File: src/rtl/cibc_pkg.sv
`timescale 1ns / 1ps
// ----------------------------------------------------------------------------
// cibc_pkg
// Shared types, constants and the pixel format conversion of the blit
// converter.
// ----------------------------------------------------------------------------
package cibc_pkg;

	localparam int MAX_DIM_DEF     = 2048;
	localparam int BYTES_PER_PIXEL = 4;

	localparam int PIXEL_W  = 24;
	localparam int ADDR_W   = 25;
	localparam int POS_W    = 11;
	localparam int DIM_W    = 12;
	localparam int STRIDE_W = 14;
	localparam int FMT_W    = 2;
	localparam int REG_IDX_W = 3;
	localparam int CFG_DATA_W = 14;

	localparam logic [4:0] B5_MASK = 5'h1f;
	localparam logic [5:0] G6_MASK = 6'h3f;

	typedef enum logic [REG_IDX_W-1:0] {
		REG_DEST_X        = 3'd0,
		REG_DEST_Y        = 3'd1,
		REG_SRC_WIDTH     = 3'd2,
		REG_SRC_HEIGHT    = 3'd3,
		REG_SCREEN_WIDTH  = 3'd4,
		REG_SCREEN_HEIGHT = 3'd5,
		REG_ROW_STRIDE    = 3'd6,
		REG_PIXEL_FORMAT  = 3'd7
	} reg_idx_t;

	typedef enum logic [FMT_W-1:0] {
		FMT_GRAY   = 2'd0,
		FMT_RGB565 = 2'd1,
		FMT_RGB888 = 2'd2
	} pixel_fmt_t;

	typedef struct packed {
		logic [POS_W-1:0]    dest_x;
		logic [POS_W-1:0]    dest_y;
		logic [DIM_W-1:0]    src_width;
		logic [DIM_W-1:0]    src_height;
		logic [DIM_W-1:0]    screen_width;
		logic [DIM_W-1:0]    screen_height;
		logic [STRIDE_W-1:0] row_stride;
		logic [FMT_W-1:0]    pixel_format;
	} cfg_t;

	typedef struct packed {
		logic [PIXEL_W-1:0] src_pixel;
		logic               frame_start;
	} in_word_t;

	typedef struct packed {
		logic               write_enable;
		logic [ADDR_W-1:0]  byte_address;
		logic [PIXEL_W-1:0] pixel_word;
		logic               frame_last;
	} out_word_t;

	// Pixel data and end-of-image flag carried through the input stage.
	typedef struct packed {
		logic [PIXEL_W-1:0] src_pixel;
		logic               frame_last;
	} stage_t;

	function automatic logic [PIXEL_W-1:0] convert_pixel(
		input logic [PIXEL_W-1:0] p,
		input logic [FMT_W-1:0]   fmt
	);
		logic [7:0] b;
		logic [7:0] g;
		logic [7:0] r;
		b = '0;
		g = '0;
		r = '0;
		case (fmt)
			FMT_GRAY: begin
				b = p[7:0];
				g = p[7:0];
				r = p[7:0];
			end
			FMT_RGB565: begin
				b = {p[4:0] & B5_MASK, 3'b000};
				g = {p[10:5] & G6_MASK, 2'b00};
				r = {p[15:11] & B5_MASK, 3'b000};
			end
			default: begin
				// RGB888 and the unused code pass the bytes through
				b = p[7:0];
				g = p[15:8];
				r = p[23:16];
			end
		endcase
		return {r, g, b};
	endfunction

endpackage

File: src/rtl/clipped_image_blit_converter.sv
`timescale 1ns / 1ps
// Flow: an accepted word passes the input stage register, then the output register.
// Throughput: one word per clock while out_ready is high; the counter update and
// the one multiplier of the address path each sit between a pair of registers.
// Reset: arst_n clears the counters, both stage valids and loads the register
// reset values (image and screen size 1, format RGB565, others 0).
// ----------------------------------------------------------------------------
// clipped_image_blit_converter
// Converts a raster stream of source pixels into clipped framebuffer writes.
// ----------------------------------------------------------------------------
module clipped_image_blit_converter #(
	parameter int MAX_DIM = cibc_pkg::MAX_DIM_DEF
) (
	input  logic                              clk,
	input  logic                              arst_n,
	input  logic                              cfg_write,
	input  logic [cibc_pkg::REG_IDX_W-1:0]    cfg_index,
	input  logic [cibc_pkg::CFG_DATA_W-1:0]   cfg_data,
	input  logic                              in_valid,
	output logic                              in_ready,
	input  cibc_pkg::in_word_t                in_word,
	output logic                              out_valid,
	input  logic                              out_ready,
	output cibc_pkg::out_word_t               out_word
);
	import cibc_pkg::*;

	localparam int CNT_W = $clog2(MAX_DIM);

	cfg_t             cfg_q;
	logic             valid_s1;
	logic             take_s1;
	stage_t           stage_s1;
	logic [CNT_W-1:0] col_s1;
	logic [CNT_W-1:0] row_s1;

	always_ff @(posedge clk or negedge arst_n) begin
		if (!arst_n) begin
			cfg_q.dest_x        <= '0;
			cfg_q.dest_y        <= '0;
			cfg_q.src_width     <= DIM_W'(1);
			cfg_q.src_height    <= DIM_W'(1);
			cfg_q.screen_width  <= DIM_W'(1);
			cfg_q.screen_height <= DIM_W'(1);
			cfg_q.row_stride    <= '0;
			cfg_q.pixel_format  <= FMT_RGB565;
		end else if (cfg_write) begin
			case (reg_idx_t'(cfg_index))
				REG_DEST_X:        cfg_q.dest_x        <= cfg_data[POS_W-1:0];
				REG_DEST_Y:        cfg_q.dest_y        <= cfg_data[POS_W-1:0];
				REG_SRC_WIDTH:     cfg_q.src_width     <= cfg_data[DIM_W-1:0];
				REG_SRC_HEIGHT:    cfg_q.src_height    <= cfg_data[DIM_W-1:0];
				REG_SCREEN_WIDTH:  cfg_q.screen_width  <= cfg_data[DIM_W-1:0];
				REG_SCREEN_HEIGHT: cfg_q.screen_height <= cfg_data[DIM_W-1:0];
				REG_ROW_STRIDE:    cfg_q.row_stride    <= cfg_data[STRIDE_W-1:0];
				REG_PIXEL_FORMAT:  cfg_q.pixel_format  <= cfg_data[FMT_W-1:0];
				default: begin
				end
			endcase
		end
	end

	cibc_pos #(
		.MAX_DIM(MAX_DIM)
	) u_pos (
		.clk      (clk),
		.arst_n   (arst_n),
		.cfg      (cfg_q),
		.in_valid (in_valid),
		.in_ready (in_ready),
		.in_word  (in_word),
		.valid_s1 (valid_s1),
		.take_s1  (take_s1),
		.stage_s1 (stage_s1),
		.col_s1   (col_s1),
		.row_s1   (row_s1)
	);

	cibc_pixel #(
		.MAX_DIM(MAX_DIM)
	) u_pixel (
		.clk       (clk),
		.arst_n    (arst_n),
		.cfg       (cfg_q),
		.valid_s1  (valid_s1),
		.take_s1   (take_s1),
		.stage_s1  (stage_s1),
		.col_s1    (col_s1),
		.row_s1    (row_s1),
		.out_valid (out_valid),
		.out_ready (out_ready),
		.out_word  (out_word)
	);

endmodule

File: src/rtl/cibc_pos.sv
`timescale 1ns / 1ps
// ----------------------------------------------------------------------------
// cibc_pos
// Column and row tracking of the source image and the input stage register.
// ----------------------------------------------------------------------------
module cibc_pos #(
	parameter int MAX_DIM = cibc_pkg::MAX_DIM_DEF,
	localparam int CNT_W = $clog2(MAX_DIM)
) (
	input  logic              clk,
	input  logic              arst_n,
	input  cibc_pkg::cfg_t    cfg,
	input  logic              in_valid,
	output logic              in_ready,
	input  cibc_pkg::in_word_t in_word,
	output logic              valid_s1,
	input  logic              take_s1,
	output cibc_pkg::stage_t  stage_s1,
	output logic [CNT_W-1:0]  col_s1,
	output logic [CNT_W-1:0]  row_s1
);
	import cibc_pkg::*;

	// Wide enough for the register value and for MAX_DIM itself
	localparam int LW = (CNT_W + 1 > DIM_W) ? CNT_W + 1 : DIM_W;
	localparam logic [LW-1:0] DIM_MAX = LW'(MAX_DIM);

	logic [CNT_W-1:0] col_q;
	logic [CNT_W-1:0] row_q;
	logic [CNT_W-1:0] col_cur;
	logic [CNT_W-1:0] row_cur;
	logic [LW-1:0]    w_last;
	logic [LW-1:0]    h_last;
	logic             col_end;
	logic             row_end;
	logic             accept;

	function automatic logic [LW-1:0] last_index(input logic [DIM_W-1:0] v);
		logic [LW-1:0] v_ext;
		v_ext = LW'(v);
		if (v == '0)
			return '0;
		else if (v_ext > DIM_MAX)
			return DIM_MAX - LW'(1);
		else
			return v_ext - LW'(1);
	endfunction

	assign in_ready = !valid_s1 || take_s1;
	assign accept   = in_valid && in_ready;

	always_comb begin
		col_cur = in_word.frame_start ? '0 : col_q;
		row_cur = in_word.frame_start ? '0 : row_q;
		w_last  = last_index(cfg.src_width);
		h_last  = last_index(cfg.src_height);
		col_end = LW'(col_cur) >= w_last;
		row_end = LW'(row_cur) >= h_last;
	end

	always_ff @(posedge clk or negedge arst_n) begin
		if (!arst_n) begin
			col_q    <= '0;
			row_q    <= '0;
			valid_s1 <= 1'b0;
		end else begin
			if (accept) begin
				// wrap at the last column, and at the last row of the image
				if (col_end) begin
					col_q <= '0;
					row_q <= row_end ? '0 : row_cur + CNT_W'(1);
				end else begin
					col_q <= col_cur + CNT_W'(1);
					row_q <= row_cur;
				end
				valid_s1 <= 1'b1;
			end else if (take_s1) begin
				valid_s1 <= 1'b0;
			end
		end
	end

	always_ff @(posedge clk) begin
		if (accept) begin
			stage_s1.src_pixel  <= in_word.src_pixel;
			stage_s1.frame_last <= col_end && row_end;
			col_s1              <= col_cur;
			row_s1              <= row_cur;
		end
	end

endmodule

File: src/rtl/cibc_pixel.sv
`timescale 1ns / 1ps
// ----------------------------------------------------------------------------
// cibc_pixel
// Screen clipping, address arithmetic, format conversion and the output
// register.
// ----------------------------------------------------------------------------
module cibc_pixel #(
	parameter int MAX_DIM = cibc_pkg::MAX_DIM_DEF,
	localparam int CNT_W = $clog2(MAX_DIM)
) (
	input  logic               clk,
	input  logic               arst_n,
	input  cibc_pkg::cfg_t     cfg,
	input  logic               valid_s1,
	output logic               take_s1,
	input  cibc_pkg::stage_t   stage_s1,
	input  logic [CNT_W-1:0]   col_s1,
	input  logic [CNT_W-1:0]   row_s1,
	output logic               out_valid,
	input  logic               out_ready,
	output cibc_pkg::out_word_t out_word
);
	import cibc_pkg::*;

	localparam int SX_W = ((CNT_W > POS_W) ? CNT_W : POS_W) + 1;
	localparam int CW   = (SX_W > DIM_W) ? SX_W : DIM_W;
	localparam int PW   = SX_W + STRIDE_W + 1;

	logic [SX_W-1:0]   sx;
	logic [SX_W-1:0]   sy;
	logic              on_screen;
	logic [PW-1:0]     addr_full;
	out_word_t         result;
	logic              out_valid_q;
	out_word_t         out_word_q;

	assign take_s1   = valid_s1 && (!out_valid_q || out_ready);
	assign out_valid = out_valid_q;
	assign out_word  = out_word_q;

	always_comb begin
		sx        = SX_W'(cfg.dest_x) + SX_W'(col_s1);
		sy        = SX_W'(cfg.dest_y) + SX_W'(row_s1);
		on_screen = (CW'(sx) < CW'(cfg.screen_width)) && (CW'(sy) < CW'(cfg.screen_height));
		addr_full = PW'(sy) * PW'(cfg.row_stride) + PW'(sx) * PW'(BYTES_PER_PIXEL);
		result.write_enable = on_screen;
		// clipped words carry zero address and data
		result.byte_address = on_screen ? addr_full[ADDR_W-1:0] : '0;
		result.pixel_word   = on_screen ? convert_pixel(stage_s1.src_pixel, cfg.pixel_format)
		                                : '0;
		result.frame_last   = stage_s1.frame_last;
	end

	always_ff @(posedge clk or negedge arst_n) begin
		if (!arst_n) begin
			out_valid_q <= 1'b0;
		end else begin
			if (take_s1)
				out_valid_q <= 1'b1;
			else if (out_ready)
				out_valid_q <= 1'b0;
		end
	end

	always_ff @(posedge clk) begin
		if (take_s1)
			out_word_q <= result;
	end

endmodule

File: config.mk
export PLATFORM = sky130hd
export DESIGN_NAME = clipped_image_blit_converter
export DESIGN_NICKNAME = d
export VERILOG_FILES = /design/src/rtl/cibc_pkg.sv /design/src/rtl/clipped_image_blit_converter.sv /design/src/rtl/cibc_pos.sv /design/src/rtl/cibc_pixel.sv
export SDC_FILE = /design/constraint.sdc
export NUM_CORES = 1
export LEC_CHECK = 0
export BUFFER_PORTS_ARGS = -buffer_cell sky130_fd_sc_hd__buf_2
export CORE_AREA = 2 2 184 186
export CTS_CLUSTER_DIAMETER = 60
export DETAILED_ROUTE_END_ITERATION = 8
export DIE_AREA = 0 0 186 188
export PLACE_DENSITY = 0.7
export SYNTH_ARGS = -nofsm -noshare
export SYNTH_HDL_FRONTEND = slang
export SYNTH_HIERARCHICAL = 1
export SYNTH_SLANG_ARGS = --single-unit
File: constraint.sdc
create_clock -name clk -period 6.4 [get_ports clk]
set_input_delay 0.32 -clock clk [delete_from_list [all_inputs] [get_ports clk]]
set_output_delay 0.32 -clock clk [all_outputs]
set_load 0.05 [all_outputs]
# Word level (Yosys, flattened, before mapping)
# Cells that the tools add are included.
[op_classes]
multipliers = 1
eq_ne = 8
n_reduce_logical = 23
muxes = 16
n_lt_le_gt_ge = 6
n_addsub = 7
n_bitwise = 1
[op_table]
columns = ["cell", "count"]
rows = [
  ["2-to-1 mux 11 bit", 5],
  ["2-to-1 mux 12 bit", 4],
  ["case mux 8 bit (2 select lines)", 2],
  ["adder 25 x 14 -> 25 bit", 1],
  ["multiplier 12 x 14 -> 25 bit", 1],
  ["adder 11 x 11 -> 12 bit", 2],
  [">= comparator 11 x 12 -> 1 bit", 2],
  ["> comparator 12 bit, second input constant", 2],
  ["logical NOT 12 bit", 2],
  ["less-than comparator 12 bit", 2],
  ["subtractor 12 x 1 -> 12 bit, second input constant", 2],
  ["adder 11 x 1 -> 11 bit, second input constant", 2],
  ["AND reduction 2 bit", 8],
  ["equality test 3 bit, second input constant", 4],
  ["2-to-1 mux 8 bit", 1],
  ["equality test 3 x 2 -> 1 bit, second input constant", 2],
  ["logical AND 1 bit", 4],
  ["2-to-1 mux 1 bit", 4],
  ["nonzero test 2 bit", 2],
  ["equality test 3 x 1 -> 1 bit, second input constant", 1],
  ["logical NOT 3 bit", 1],
  ["equality test 2 x 1 -> 1 bit, second input constant", 1],
  ["logical NOT 1 bit", 2],
  ["logical NOT 2 bit", 1],
  ["3 further kinds", 4],
]
[totals]
input_bits = 47
regBits = 208
word_cells = 83
out_inout_bits = 53

# Longest topological paths before layout
[logic_depth]
depth_word = 6
ltp_mapped = 31
ltp_nobuf = 29

# Modules after synthesis
# The synthesis kept the hierarchy.
[modules_own_cells]
columns = ["mod", "area_each_um2", "cells_per_inst", "instances"]
rows = [
  ["cibc_pixel", 9073.7, 1015, 1],
  ["cibc_pos", 3992.6, 380, 1],
  ["clipped_image_blit_converter", 3260.6, 187, 1],
]

# Worst setup path before layout
# Ideal clock, no wire load.
[synth_timing]
path_type = "register -> register"
startpoint = "register cfg_q[64] (netlist name)"
endpoint = "register u_pixel.out_word_q (netlist bit u_pixel/out_word[47]), data pin"
stages_incl_launch_ff = 29
setup_time_ps = 266
n_path_buf = 1
arrival_ps = 6378
setup_slack_ps = -244
required_time_ps = 6134
cell_sequence = "dfrtp_1 > ha_1 > inv_1 > fa_1 > nor2b_1 > o21ai_1 > a21boi_1 > o21ai_1 > a21oi_1 > xor2_1 > buf_4 > nand2_1 > fa_1 > inv_1 > fa_1 > fa_1 > fa_1 > inv_1 > fa_1 > inv_1 > ha_1 > nand3_1 > o22ai_1 > nor3_1 > a21boi_0 > o22a_1 > a31oi_1 > xor2_1 > nor2_1"
[synth_via]
elab_chain_cells = 3
word_cells_on_any_way = 5
[synth_lines]
columns = ["element", "line", "rtl"]
rows = [
  ["start: declaration", "clipped_image_blit_converter.sv:30", "cfg_t cfg_q;"],
  ["adder 11 x 11 -> 12 bit *", "cibc_pixel.sv:43", "sy = SX_W'(cfg.dest_y) + SX_W'(row_s1);"],
  ["multiplier 12 x 14 -> 25 bit / less-than comparator 12 bit (equally long branches)", "cibc_pixel.sv:45, cibc_pixel.sv:44", ""],
  ["adder 25 x 14 -> 25 bit / logical AND 1 bit (equally long branches)", "cibc_pixel.sv:45, cibc_pixel.sv:44", ""],
  ["end signal: assignment", "cibc_pixel.sv:67", "out_word_q <= result;"],
  ["end: declaration", "cibc_pixel.sv:35", "out_word_t out_word_q;"],
]
# Every way passes the cells marked *; elsewhere a longest branch is shown, timed or not.
# A chain may end at the register's enable or synchronous reset.

# Worst setup path after layout
[layout_timing]
startpoint = "register u_pos.row_s1[0]"
endpoint = "register u_pixel.out_word_q (netlist bit u_pixel/out_word[46]), data pin"
[layout_via]
elab_chain_cells = 3
word_cells_on_any_way = 5
[layout_lines]
columns = ["element", "line", "rtl"]
rows = [
  ["start: declaration", "cibc_pos.sv:20", "output logic [CNT_W-1:0] row_s1"],
  ["start signal: assignment", "cibc_pos.sv:88", "row_s1 <= row_cur;"],
  ["adder 11 x 11 -> 12 bit *", "cibc_pixel.sv:43", ""],
  ["multiplier 12 x 14 -> 25 bit / less-than comparator 12 bit (equally long branches)", "cibc_pixel.sv:45, cibc_pixel.sv:44", ""],
  ["adder 25 x 14 -> 25 bit / logical AND 1 bit (equally long branches)", "cibc_pixel.sv:45, cibc_pixel.sv:44", ""],
]
# Marked as above.

==> flow_summary_export.csv <==
group,metric,value,unit
setup_path,arrival,6.94,ns
timing,max_slew_margin,0.244,
timing,worst_pin_slew,1.13,ns
die,initial_core_util,0.493,
placed_design,port_buffers,99,
layout,drive_gt1_frac,0.229,
min_path,min_from,"cfg_data[12]",
route,firstDrtPassIters,4,
global_route,grt_pass1_vias,12300,
placed_design,place.gp.congestion,0.880,
run_status,violations,"negative setup slack",
global_route,grt_pass1_wl,62200,um
yosys,syn_inst,1582,
clock_tree,root_buffer,"clkbuf_16",
die,core,33100,sq um
timing,finClkSkew,0.0174,ns
layout,diodes,0,
clock_tree,htreeDepth,1,
layout,finalNetCount,2076,
timing,hold_viol_final,0,
route,drc,0,
yosys,synth_area_leader_cell,"edfxtp_1",
setup_path,critPathLaunch,"u_pos/row_s1[0]",
setup_path,required,6.67,ns
setup_path,worstSetupPathType,"reg2reg",
yosys,synth_area_leaders,"edfxtp_1 18%, fa_1 16%, dfrtp_1 16%, ha_1 10%, mux2_2 5.7%",
die,die_w,186,um
timing,rsz0062_at_grt,"yes",
yosys,ys_types,81,
yosys,synth-seq-area-share,0.349,
yosys,synth_area,16300,sq um
clock_tree,cts_inserted_buffers,26,
setup_path,critPathLaunchType,"register",
layout,n_fill_cell,2709,
placed_design,hpwl,27700,um
setup_path,crit_path_end_kind,"register",
layout,final_cell_mix,"210 x inv_1, 187 x nand2_1, 125 x fa_1",
timing,setup_tns,-1.31,ns
yosys,synth_top_area_frac,0.180,
route,ant_nets,0,
min_path,hold_depth,2,
yosys,synthArstFlopShare,0.529,
die,die_h,188,um
timing,fin_crit_sh,1.04,
yosys,syn_nets,1893,
setup_path,r2r-start,"u_pos/row_s1[0]",
layout,area_delta_synth_final,19.0,%
yosys,synth_enable_flop_cells,98,
clock_tree,worstSkewPairLatency,0.56,ns
global_route,grt_start_max_net_pins,60,
route,drt_wl_total,38300,um
global_route,grt.overflow.total,0,
clock_tree,clkSlewWorstSetupHoldPaths,0.06,ns
die,num_rows,67,
run_status,run_status,"complete, but fails checks",
timing,timing.final.ws_setup,-0.263,ns
setup_path,reg2reg_depth,26,
clock_tree,cts_tree,"done",
route,vias,11900,
timing,min_period,6.66,ns
route,via_per_inst,5.32,
yosys,postSynthAreaPerCell,10.3,sq um
die,dieArea,35000,sq um
timing,max_freq,150,MHz
timing,setup_viol,8,
die,ios,100,
route,post_drt_wl_per_cell,17.2,um
global_route,gr-usage-all-layers,0.222,
min_path,worstHoldPathType,"in2reg",
setup_path,worst-path-max-fanout,5,
route,drtIter0Drc,689,
yosys,synth-main-ff-cell,"dfrtp_1",
timing,slew_viol_final,0,
yosys,synth_seq_cells,208,
clock_tree,clock_sinks,208,
layout,layout_commonest_cell,"inv_1",
placed_design,pre_cts_ws,-0.323,ns
yosys,yosys_warnings,6,
job,max_cap_viol_count,0,
global_route,antenna_found_initial,0,
clock_tree,clk_path_buf_depth,3,
==> critical path, cell delays in order, from the launching register on <==
cell       delay [ns]
edfxtp_1         0.39
ha_2             0.22
buf_6            0.12
a211oi_4         0.22
o21ai_2          0.09
a2111oi_2        0.38
nor2_1           0.14
buf_4            0.18
xor2_4           0.17
buf_6            0.13
and2_4           0.15
fa_1             0.51
fa_1             0.59
fa_2             0.45
fa_1             0.51
inv_1            0.05
fa_1             0.49
inv_2            0.05
ha_4             0.29
nand4_1          0.16
nor2_1           0.19
o21ai_2          0.10
o2bb2ai_2        0.14
o31a_1           0.29
buf_4            0.15
xor2_1           0.14
nor2_1           0.06
==> registers in the layout (all words and copies together) (netlist names) <==
signal / count
u_pixel/out_valid: 1
u_pos/col_q: 11
u_pos/row_s1: 11
u_pos/valid_s1: 1
cfg_q: 86
u_pos/row_q: 11
u_pixel/out_word: 51
u_pos/stage_s1: 25
u_pos/col_s1: 11
==> cells by family (layout without fill, tap and decap cells) <==
kind of cell	Yosys count	after routing	synth area share
AND/OR/NAND/NOR	475	475	0.141
buffers and inverters	274	477	0.0668
adder cells (fa/ha/maj)	266	266	0.265
AO/OA/AOI/OAI	215	215	0.0873
flip-flops	208	208	0.349
multiplexers	91	91	0.0624
XOR/XNOR	53	53	0.0284
==> cell type report <==
class / count / area [sq um] / area share
Clock buffer: 29 / 672 / 0.0346
Inverter: 219 / 825 / 0.0424
Multi-Input combinational cell: 1100 / 9940 / 0.512
Clock inverter: 19 / 234 / 0.0120
Sequential cell: 208 / 5700 / 0.293
Timing Repair Buffer: 210 / 1500 / 0.0773
Tap cell: 448 / 561 / 0.0288
==> stage by stage <==
step           hold WS [ns]  instances  instance area (sq um)  utilization
2_1_floorplan        0.0244       1582                  16400            -
3_3_place_gp          0.407       2135                  17700        0.534
3_5_place_dp          0.407       2135                  17700        0.534
4_1_cts             0.00749       2219                  19100        0.576
5_1_grt              0.0150       2233                  19400        0.587
6_report             0.0171       2233                  19400        0.587
==> final timing paths <==
kind	end	slack, ns
setup / recovery	u_pixel/out_word[46]	-0.26
hold / removal	cfg_q[14]	0.02
setup reg to reg	u_pixel/out_word[46]	-0.26
hold reg to reg	u_pixel/out_word[0]	0.42
max in group asynchronous	cfg_q[26]	4.77
min in group asynchronous	u_pos/valid_s1	0.35
==> Yosys cell counts, types with 6 or more instances <==
cell type and count:
nor3b_1 7, nor2b_1 35, inv_1 218, o21ai_0 28, nor2_1 88, o2111ai_1 7
clkbuf_1 38, edfxtp_1 98, nand2_1 194, o21ai_1 7, nor3_1 26, and2_1 51
ha_1 130, mux2_2 83, dfrtp_1 105, xor2_1 19, buf_2 7, o31ai_1 6
xnor2_1 34, o211ai_1 8, o21a_1 15, a21oi_1 76, a2111oi_0 6, a211oi_1 8
a21o_1 17, nand3_1 20, nand2b_1 13, fa_1 134
==> what timing repair did <==
item / in CTS / in global routing
pin swaps: 54 / 68
resized for setup: 40 / 57
buffers inserted: 9 / 15
gates cloned: 1 / 0
endpoints found under the setup margin: 10 / 14
hold buffers: 27 / 0
endpoints found under the hold margin: 73 / 0
==> routing by layer <==
layer / track usage / vias to the layer above / part of all wire
li1: - / 5636 / -
met1: 0.295 / 5904 / 0.44
met2: 0.383 / 277 / 0.49
met3: 0.0266 / 62 / 0.040
met4: 0.0615 / 0 / 0.027
met5: 0 / - / 0
Power is left out: the tool's default activity adds up to more than one toggle a clock period on the data nets, which glitch-free logic cannot reach.
